**config.mk**
```make
export PLATFORM = sky130hd
export DESIGN_NAME = ihist_ram
export DESIGN_NICKNAME = d
export VERILOG_FILES = /design/src/rtl/ihist_ram.sv
export SDC_FILE = /design/constraint.sdc
export NUM_CORES = 2
export LEC_CHECK = 0
export BUFFER_PORTS_ARGS = -buffer_cell sky130_fd_sc_hd__buf_2
export CAP_MARGIN = 30
export CORE_MARGIN = 2
export CORE_UTILIZATION = 65
export CTS_CLUSTER_DIAMETER = 40
export DETAILED_ROUTE_END_ITERATION = 10
export GPL_TIMING_DRIVEN = 0
export PLACE_DENSITY_LB_ADDON = 0.05
export SLEW_MARGIN = 20
export SYNTH_ARGS = -nofsm -noshare
export SYNTH_HDL_FRONTEND = slang
export SYNTH_SLANG_ARGS = --single-unit
```
**constraint.sdc**
```tcl
create_clock -name clock -period 4.3 [get_ports clock]
set_input_delay 0.86 -clock clock [delete_from_list [all_inputs] [get_ports clock]]
set_output_delay 0.86 -clock clock [all_outputs]
set_load 0.05 [all_outputs]
```
**src/rtl/ihist_ram.sv**
```systemverilog
module ihist_ram #(
   parameter int WIDTH = 8,
   parameter int DEPTH = 256
) (
   input  logic                     clock,
   input  logic                     wr_en,
   input  logic [$clog2(DEPTH)-1:0] wr_addr,
   input  logic [WIDTH-1:0]         wr_data,
   input  logic                     rd_en,
   input  logic [$clog2(DEPTH)-1:0] rd_addr,
   output logic [WIDTH-1:0]         rd_data
);

   logic [WIDTH-1:0] mem [DEPTH];
   logic [WIDTH-1:0] rd_data_ff;

   always_ff @(posedge clock) begin
      if (wr_en) begin
         mem[wr_addr] <= wr_data;
      end
      if (rd_en) begin
         rd_data_ff <= mem[rd_addr];
      end
   end

   assign rd_data = rd_data_ff;

endmodule

```
==> impl_metrics.json <==
{
  "outcome": "finished with violations",
  "failed_checks": "negative setup slack",
  "critical_path.reg2reg.endpoint": "rd_data[5]",
  "post_dp_cell_area_um2": 82600,
  "numClockSinks": 2056,
  "min_period_over_period": 1.06,
  "post-route-drc-count": 0,
  "viasPerCell": 7.28,
  "first_pass_iters": 8,
  "reg2reg_slack_ps": 690,
  "gr-total-overflow": 0,
  "min_path_type": "input pin to flip-flop",
  "final_nets": 4059,
  "gpl.final_weighted_congestion": 1.02,
  "postSynthNetCount": 3760,
  "hold-worst-slack_ps": 289,
  "fraction_of_synthesis_flops_using_an_asynchronous_set_or_reset_pin": 0,
  "synth_sequential_area_ratio": 0.775,
  "timing.max_slew.rel_slack": 0.122,
  "worst_hold_endpoint": "mem[124][5]",
  "cp_max_fo": 10,
  "design_area_um2": 89900,
  "cts_max_path_buffers": 3,
  "synthesized_area_per_cell_um2": 21.3,
  "final_critical_path_setup_slack_ps": -264,
  "worst_skew_pair.late_latency_ps": 860,
  "setup_viol": 6,
  "post-route-min-period_ps": 4560,
  "multi_input_comb_area_um2": 16500,
  "place.detailed.hpwl_mm": 157,
  "finClkSkew_ps": 19.3,
  "min_path_cells": 1,
  "report.final.slew_viol_count": 0,
  "io_buffers": 27,
  "route.detailed.wl_per_inst_um": 40.3,
  "reg2regPathDepth": 7,
  "p_leak_nw": 28.0,
  "cts_setup_buffers": 0,
  "yosys_warnings": 0,
  "cp_data_required_time_ps": 4820,
  "max_freq_mhz": 219,
  "row_count": 128,
  "post_synthesis_cells": 3733,
  "grt_pass1_wl_mm": 322,
  "drt-total-wl_mm": 236,
  "worst_r2r_src": "mem[82][5]",
  "clockRootBuffer": "clkbuf_16",
  "tightestPinTransition_ps": 1310,
  "yosys.cell_types.count": 54,
  "maxCapViolCount": 0,
  "grt_max_degree": 141,
  "syn-cell-area_um2": 79600,
  "nFillCells": 6922,
  "unrepaired_setup_endpoints_after_global_routing": "false",
  "tns_ps": -741,
  "clock_tree.htree_level_count": 4,
  "number_of_antenna_violations_at_the_first_check_in_global_routing": 14,
  "die_width_um": 354,
  "die_height_um": 354,
  "power-per-cell-area_nw_per_um2": 480,
  "timing.critical_path.to_type": "flip-flop",
  "ant_nets": 0,
  "startpoint_to_endpoint_class_of_the_critical_path": "input pin to flip-flop",
  "tritoncts": "built",
  "area.growth.synth_to_final_pct": 12.8,
  "via_count": 42600,
  "ys_ff_latch": 2056,
  "start_util": 0.654,
  "cts_made_buffers": 219,
  "hold_path.startpoint": "wr_data[5]",
  "post_route_cells_drive_above_1_share": 0.243,
  "finalHoldViolCount": 0,
  "clk_pin_slew_ps": 60,
  "die_ar_um2": 125000,
  "ir_worst_vdd_mv": 0.459,
  "area.sequential_um2": 61700,
  "grt.total_usage": 0.381,
  "floorplan.io_pins": 35,
  "critPathLaunchType": "input pin",
  "synth_ff_type": "edfxtp_1",
  "grt_pass1_vias": 41700,
  "post_cts_hold_buffer_count": 0,
  "number_of_enable_flip_flop_cells_after_synthesis": 2056,
  "core_area_um2": 122000,
  "worst_path_arrival_time_ps": 5090,
  "detail_route.iter0.violations": 7868,
  "post_cts_resize_count": 1
}
-- final cells by class --
class,instances,share of cell area
clock buffers,252,0.0626
plain buffers,233,0.0166
multi-input cells,1442,0.183
clock inverters,152,0.0167
repair buffers,78,0.0108
diodes,7,0.000195
inverters,2,0.0000835
well taps,1625,0.0226
flip-flops and latches,2056,0.687
-- cells in the final DEF (no fill, tap or decap), types with 28 or more instances in the layout --
cell type / netlist / final
edfxtp_1: 2056 / 2056
mux4_2: 454 / 454
nor2_1: 282 / 280
clkbuf_16: 0 / 220
mux2i_1: 134 / 134
a22oi_1: 133 / 133
clkbuf_1: 111 / 114
a21oi_1: 96 / 96
buf_2: 31 / 64
o221ai_1: 46 / 46
buf_4: 27 / 36
clkinv_1: 1 / 34
nand3_1: 34 / 34
nand2_1: 33 / 33
nor2b_1: 31 / 31
clkbuf_2: 0 / 31
buf_6: 21 / 29
o22ai_1: 28 / 28
clkinv_2: 0 / 28
-- cell families after synthesis --
group | Yosys count | synth area share
AO/OA/AOI/OAI | 385 | 0.0342
buffers and inverters | 235 | 0.0183
flip-flops | 2056 | 0.775
multiplexers | 591 | 0.146
AND/OR/NAND/NOR | 466 | 0.0263
-- state kept, by name (all words and copies together) (netlist names) --
signal and count:
mem 2048, rd_data 8
-- cell usage after synthesis (28+ instances only) --
cell type | number | area [µm²]
buf_2 | 31 | 155
mux2i_1 | 134 | 1340
o22ai_1 | 28 | 175
clkbuf_1 | 111 | 417
nand2_1 | 33 | 124
nor2b_1 | 31 | 194
o221ai_1 | 46 | 403
nand3_1 | 34 | 170
a22oi_1 | 133 | 998
mux4_2 | 454 | 10200
nor2_1 | 282 | 1060
a21oi_1 | 96 | 480
edfxtp_1 | 2056 | 61700
-- power breakdown --
part | total, W | switching (W) | internal (W)
sequential | 0.0221 | 0.0000135 | 0.0221
combinational | 0.00243 | 0.00170 | 0.000737
clock | 0.0185 | 0.00799 | 0.0106
-- per-layer routing --
layer,global-route usage,routed length [µm],vias to the layer above
li1,-,-,16400
met1,0.520,80400,21900
met2,0.551,105000,3622
met3,0.125,34600,638
met4,0.220,15600,14
met5,0,98,-
-- worst max-delay path by stage --
stage | start | endpoint | slack (ps) | cells past startpoint
final | rd_addr[2] | rd_data[0] | -260 | 9
after global routing | rd_addr[1] | rd_data[3] | 20 | 10
after CTS | rd_addr[1] | rd_data[2] | 80 | 10
after detailed placement | rd_addr[1] | rd_data[4] | -860 | 10
after global placement | rd_addr[2] | rd_data[3] | -1560 | 9
after floorplan | rd_addr[0] | rd_data[2] | 1360 | 9
-- stage by stage --
step	setup WS, ps	util	power, W	instances
CTS	77.2	0.737	0.0430	5826
finish	-264	0.738	0.0431	5847
floorplan	1360	-	0.0236	3733
detailed placement	-861	0.678	0.0249	5422
global placement	-1560	0.672	0.0248	5385
global route	16.1	0.738	0.0438	5841
-- worst max-delay path, stage by stage --
cell,delay [ps]
buf_2,180
buf_2,310
buf_2,410
nor2_1,850
clkbuf_1,780
a22oi_1,180
a21oi_1,430
nor3_1,210
nor4_2,830
No activity file was read; power rests on OpenSTA's default activity.
