[config.mk]
export PLATFORM = sky130hd
export DESIGN_NAME = ihist_div
export DESIGN_NICKNAME = d
export VERILOG_FILES = /design/src/rtl/ihist_pkg.sv /design/src/rtl/ihist_div.sv
export SDC_FILE = /design/constraint.sdc
export NUM_CORES = 1
export LEC_CHECK = 0
export ABC_AREA = 1
export ABC_CLOCK_PERIOD_IN_PS = 2400
export BUFFER_PORTS_ARGS = -buffer_cell sky130_fd_sc_hd__buf_2
export CELL_PAD_IN_SITES_DETAIL_PLACEMENT = 2
export CELL_PAD_IN_SITES_GLOBAL_PLACEMENT = 2
export CORE_MARGIN = 2
export CORE_UTILIZATION = 31
export DETAILED_ROUTE_END_ITERATION = 10
export PLACE_DENSITY = 0.81
export SKIP_LAST_GASP = 1
export SLEW_MARGIN = 20
export SYNTH_ARGS = -nofsm -noshare
export SYNTH_HDL_FRONTEND = slang
export SYNTH_SLANG_ARGS = --single-unit
[constraint.sdc]
create_clock -name clock -period 2.4 [get_ports clock]
set_input_delay 0.24 -clock clock [delete_from_list [all_inputs] [get_ports clock]]
set_output_delay 0.24 -clock clock [all_outputs]
set_load 0.005 [all_outputs]
[src/rtl/ihist_pkg.sv]
package ihist_pkg;

   localparam int COUNT_BITS   = 20;
   localparam int NUM_BINS     = 256;
   localparam int BIN_W        = $clog2(NUM_BINS);
   localparam int INTENSITY_W  = 17;
   localparam int HEIGHT_W     = 12;
   localparam int OUT_COUNT_W  = 20;
   localparam int PROD_W       = COUNT_BITS + HEIGHT_W;
   localparam int STEP_W       = $clog2(PROD_W + 1);
   localparam int BIN_SCALE    = 255;
   localparam int FRAC_BITS    = 16;
   localparam int SCALED_W     = INTENSITY_W + 8;

   localparam logic [HEIGHT_W-1:0]   PLOT_HEIGHT_RESET = HEIGHT_W'(384);
   localparam logic [COUNT_BITS-1:0] COUNT_MAX = {COUNT_BITS{1'b1}};

   typedef enum logic {
      KIND_SAMPLE = 1'b0,
      KIND_QUERY  = 1'b1
   } kind_type;

   typedef struct packed {
      logic                   kind;
      logic [INTENSITY_W-1:0] intensity;
      logic [7:0]             query_bin;
   } req_payload_type;

   typedef struct packed {
      logic [7:0]             bin_index;
      logic [OUT_COUNT_W-1:0] bin_count;
      logic                   bar_present;
      logic [HEIGHT_W-1:0]    bar_height;
      logic [OUT_COUNT_W-1:0] largest_count;
   } rsp_payload_type;

   typedef struct packed {
      logic busy;
      logic done;
   } div_status_type;

   // floor(intensity * 255 / 65536), saturated to the last bin
   function automatic logic [BIN_W-1:0] bin_of(input logic [INTENSITY_W-1:0] intensity);
      logic [SCALED_W-1:0]          scaled;
      logic [SCALED_W-FRAC_BITS-1:0] raw;
      scaled = {intensity, 8'b0} - SCALED_W'(intensity);
      raw    = scaled[SCALED_W-1:FRAC_BITS];
      if (raw > (SCALED_W - FRAC_BITS)'(BIN_SCALE)) begin
         bin_of = BIN_W'(BIN_SCALE);
      end else begin
         bin_of = BIN_W'(raw);
      end
   endfunction

endpackage

[src/rtl/ihist_div.sv]
module ihist_div (
   input  logic                              clock,
   input  logic                              reset,
   input  logic                              start,
   input  logic [ihist_pkg::PROD_W-1:0]      dividend,
   input  logic [ihist_pkg::COUNT_BITS-1:0]  divisor,
   output logic [ihist_pkg::PROD_W-1:0]      quotient,
   output ihist_pkg::div_status_type         status
);
   import ihist_pkg::*;

   logic [COUNT_BITS-1:0] rem_ff, rem_in;
   logic [PROD_W-1:0]     quo_ff, quo_in;
   logic [COUNT_BITS-1:0] dvs_ff, dvs_in;
   logic [STEP_W-1:0]     step_ff, step_in;
   logic                  busy_ff, busy_in;
   logic                  done_ff, done_in;
   logic [COUNT_BITS:0]   shifted;
   logic [COUNT_BITS+1:0] trial;

   // one quotient bit per cycle, restoring
   always_comb begin
      shifted = {rem_ff, quo_ff[PROD_W-1]};
      trial   = {1'b0, shifted} - {2'b0, dvs_ff};
      rem_in  = rem_ff;
      quo_in  = quo_ff;
      dvs_in  = dvs_ff;
      step_in = step_ff;
      busy_in = busy_ff;
      done_in = 1'b0;
      if (start) begin
         rem_in  = '0;
         quo_in  = dividend;
         dvs_in  = divisor;
         step_in = STEP_W'(PROD_W);
         busy_in = 1'b1;
      end else if (busy_ff) begin
         if (trial[COUNT_BITS+1]) begin
            rem_in = shifted[COUNT_BITS-1:0];
            quo_in = {quo_ff[PROD_W-2:0], 1'b0};
         end else begin
            rem_in = trial[COUNT_BITS-1:0];
            quo_in = {quo_ff[PROD_W-2:0], 1'b1};
         end
         step_in = step_ff - STEP_W'(1);
         if (step_ff == STEP_W'(1)) begin
            busy_in = 1'b0;
            done_in = 1'b1;
         end
      end
   end

   always_ff @(posedge clock) begin
      if (reset) begin
         busy_ff <= 1'b0;
         done_ff <= 1'b0;
         step_ff <= '0;
      end else begin
         busy_ff <= busy_in;
         done_ff <= done_in;
         step_ff <= step_in;
      end
      rem_ff <= rem_in;
      quo_ff <= quo_in;
      dvs_ff <= dvs_in;
   end

   assign quotient    = quo_ff;
   assign status.busy = busy_ff;
   assign status.done = done_ff;

endmodule

==> reports/qor.txt <==
power per standard cell area -> 621.8 mW/mm^2
placed cell areas -> 0.005421 mm^2
unrepaired setup endpoints after global routing -> false
Hold Startpoint -> divisor[18]
WL per Instance -> 17.81 um
switching share of power -> 26.79%
Detailed Route WL -> 16620 um
vias in the first global route -> 5248
Max Slew Vio Count -> 0
VDD IR max -> 0.0003877 V
Inst Count DP -> 916
root buffer cell -> clkbuf_16
Post-DRT Antenna Nets -> 0
top cells by count, synth -> nand2_1 (265), inv_1 (107), edfxtp_1 (52)
initial detailed-routing violation count -> 157
Netlist cell types -> 32
mapped cell area -> 0.004765 mm^2
initial antenna violation count -> 0
Yosys reg bits -> 80
Core ar. -> 0.01509 mm^2
most common cell in the synthesized netlist -> nand2_1
CP Launch Point -> dvs_ff[12]$_DFFE_PP_
nets -> 818
hpwl dp -> 12150 um
Switch Pwr -> 0.0009581 W
htree depth -> 3
GPL Wtd Cong -> 0.8518
skew final -> 0.006033 ns
post-route minimum period -> 2.186 ns
Port Buffers -> 88
Max Cap Violations -> 0
clk buf depth -> 2
top_reg_cell synth -> edfxtp_1
reg-to-reg startpoint -> dvs_ff[12]$_DFFE_PP_
sequential-to-total area share from yosys stat -> 44.54%
R2R depth -> 11
area delta synth->final -> 20.72%
register share of total power -> 45.6%
Die ar. -> 0.01638 mm^2
Synth area leaders -> edfxtp_1 (33%), nand2_1 (21%), dfxtp_1 (12%)
Min-Delay Path Class -> input port to flop
initial core utilization -> 31.58%
hold path depth -> 1
CP Data Required Time -> 2.63 ns
Ys Warns -> 0
design area -> 0.005752 mm^2
CP Launch Type -> flop
antenna fix cells -> 0
Final Hold Viols -> 0
Via density -> 4.898
Mapped Cells -> 648
gr usage total -> 21.29%
Layout fillers -> 1846
Synth top area share -> 32.77%
die width -> 128.0 um
clk sinks -> 80
Final Total Pwr -> 0.003576 W
status -> finished, final reports clean
Tightest Pin Transition -> 0.4762 ns
Post-synth ARST share -> 0%
largest net degree at the start of global routing -> 43
Die Y -> 128.0 um
cell taking the most area after synthesis -> edfxtp_1
CTS tree -> built
Remaining Overflow, GRT -> 0
Worst slew margin -> 68.25%
f_max -> 0.4574 GHz
share of cells above drive strength 1 -> 17.58%
post-route DRC violation count -> 0
final setup fails -> 0
Synth Area per Inst -> 7.353 um^2
Int Pwr -> 0.002618 W
number of synthesized flops with an enable pin -> 52
Tcrit/Tclk final -> 91.10%
# hold bufs at CTS -> 0
vias -> 4570
Post-Layout Cell Count -> 933
Pre-Repair DR Iteration Count -> 4
first-pass GRT wire length -> 26870 um
Setup TNS Final -> 0 ns
kind of critical path -> flop to flop
CP Capture Type -> flop
I/O pins -> 89
clock share of power -> 41.6%
syn nets -> 726
combinational group share of total power -> 12.8%
worst-path maximum fanout -> 18
CTS Buf Count -> 9
clk slew on worst S/H paths -> 0.07 ns
Row Count -> 45
crit path DAT -> 2.42 ns
leak pwr -> 3.047 nW
worst skew pair latency -> 0.35 ns
path summary, 6_finish.rpt:
| path | end | slack, ns |
|---|---|---|
| worst max-delay path | rem_ff[5]$_SDFFE_PP0P_ | 0.21 |
| worst min-delay path | dvs_ff[18]$_DFFE_PP_ | 0.06 |
| worst max register to register | rem_ff[5]$_SDFFE_PP0P_ | 0.21 |
| worst min register to register | rem_ff[3]$_SDFFE_PP0P_ | 0.48 |
critical path, cell delays in order, from the launching register on:
cell and delay, ns:
edfxtp_1 0.36, inv_1 0.08, ha_1 0.30, nand2_1 0.16
inv_1 0.07, a21oi_1 0.24, nand2_2 0.15, nand2_4 0.12
buf_6 0.23, nand4_1 0.12, nand3_1 0.15, o21ai_1 0.09
cell type report:
class	count	area (um^2)	share of cell area, %
clock buffers	11	252.7	4.394
repair buffers	98	519.2	9.028
inverters	112	420.4	7.309
clock inverters	5	61.31	1.066
flip-flops and latches	80	2122	36.89
multi-input cells	439	2141	37.22
well taps	188	235.2	4.090
stage by stage:
step	hold slack, ns	worst slack [ns]	util (%)
after global routing	0.05065	0.03272	38.12
after floorplan	0.3185	0.5942	-
after global placement	0.4160	0.2211	35.93
after CTS	0.04389	0.1339	38.01
final	0.06326	0.2136	38.12
after detailed placement	0.4184	0.1767	35.93
sequential cells by signal, indices dropped and copies added (netlist names):
signal and cells:
busy_ff 1, step_ff 6, dvs_ff 20, rem_ff 20
done_ff 1, quotient 32
repair_timing:
item	CTS	global route
gates resized for setup	0	2
buffers inserted	0	0
setup endpoints to repair	0	9
power groups by stage:
| stage | clock (W) | sequential [W] | combinational, W |
|---|---|---|---|
| 5_1_grt | 0.00157 | 0.00164 | 0.000517 |
| 6_report | 0.00149 | 0.00163 | 0.000458 |
| 3_3_place_gp | 0 | 0.00165 | 0.000430 |
| 2_1_floorplan | 0 | 0.00165 | 0.000242 |
| 4_1_cts | 0.00154 | 0.00163 | 0.000466 |
| 3_5_place_dp | 0 | 0.00166 | 0.000459 |
kinds of logic (layout without fill, tap and decap cells):
kind of cell             Yosys count  in the layout  synth area share (%)
AND/OR/NAND/NOR                  383            384                 34.22
buffers and inverters            130            226                 10.79
flip-flops                        80             80                 44.54
AO/OA/AOI/OAI                     25             25                 2.967
adder cells (fa/ha/maj)           23             23                 6.197
XOR/XNOR                           7              7                 1.287
per-layer routing:
metal / track usage, % / wire length, um
met1: 24.06 / 6891
met5: 0 / 0
met4: 6.852 / 280
met3: 5.801 / 888
met2: 38.82 / 8556
placed cells by master, fill, tap and decap left out, types with 2 or more instances in the layout:
cell	instances
buf_2	88
inv_6	2
nand3_1	46
a21oi_1	11
a211oi_1	2
nand2_1	264
inv_2	4
o21ai_0	3
nand2_2	4
edfxtp_1	52
clkbuf_16	9
nor3_1	6
nor2_1	32
nor3b_1	2
buf_4	9
ha_1	22
nor2_4	3
inv_1	107
o21ai_1	8
clkbuf_8	2
xnor2_1	6
nand2_4	2
dfxtp_1	28
nand3_2	2
nand4_1	20
(Power assumes the default switching activity.)
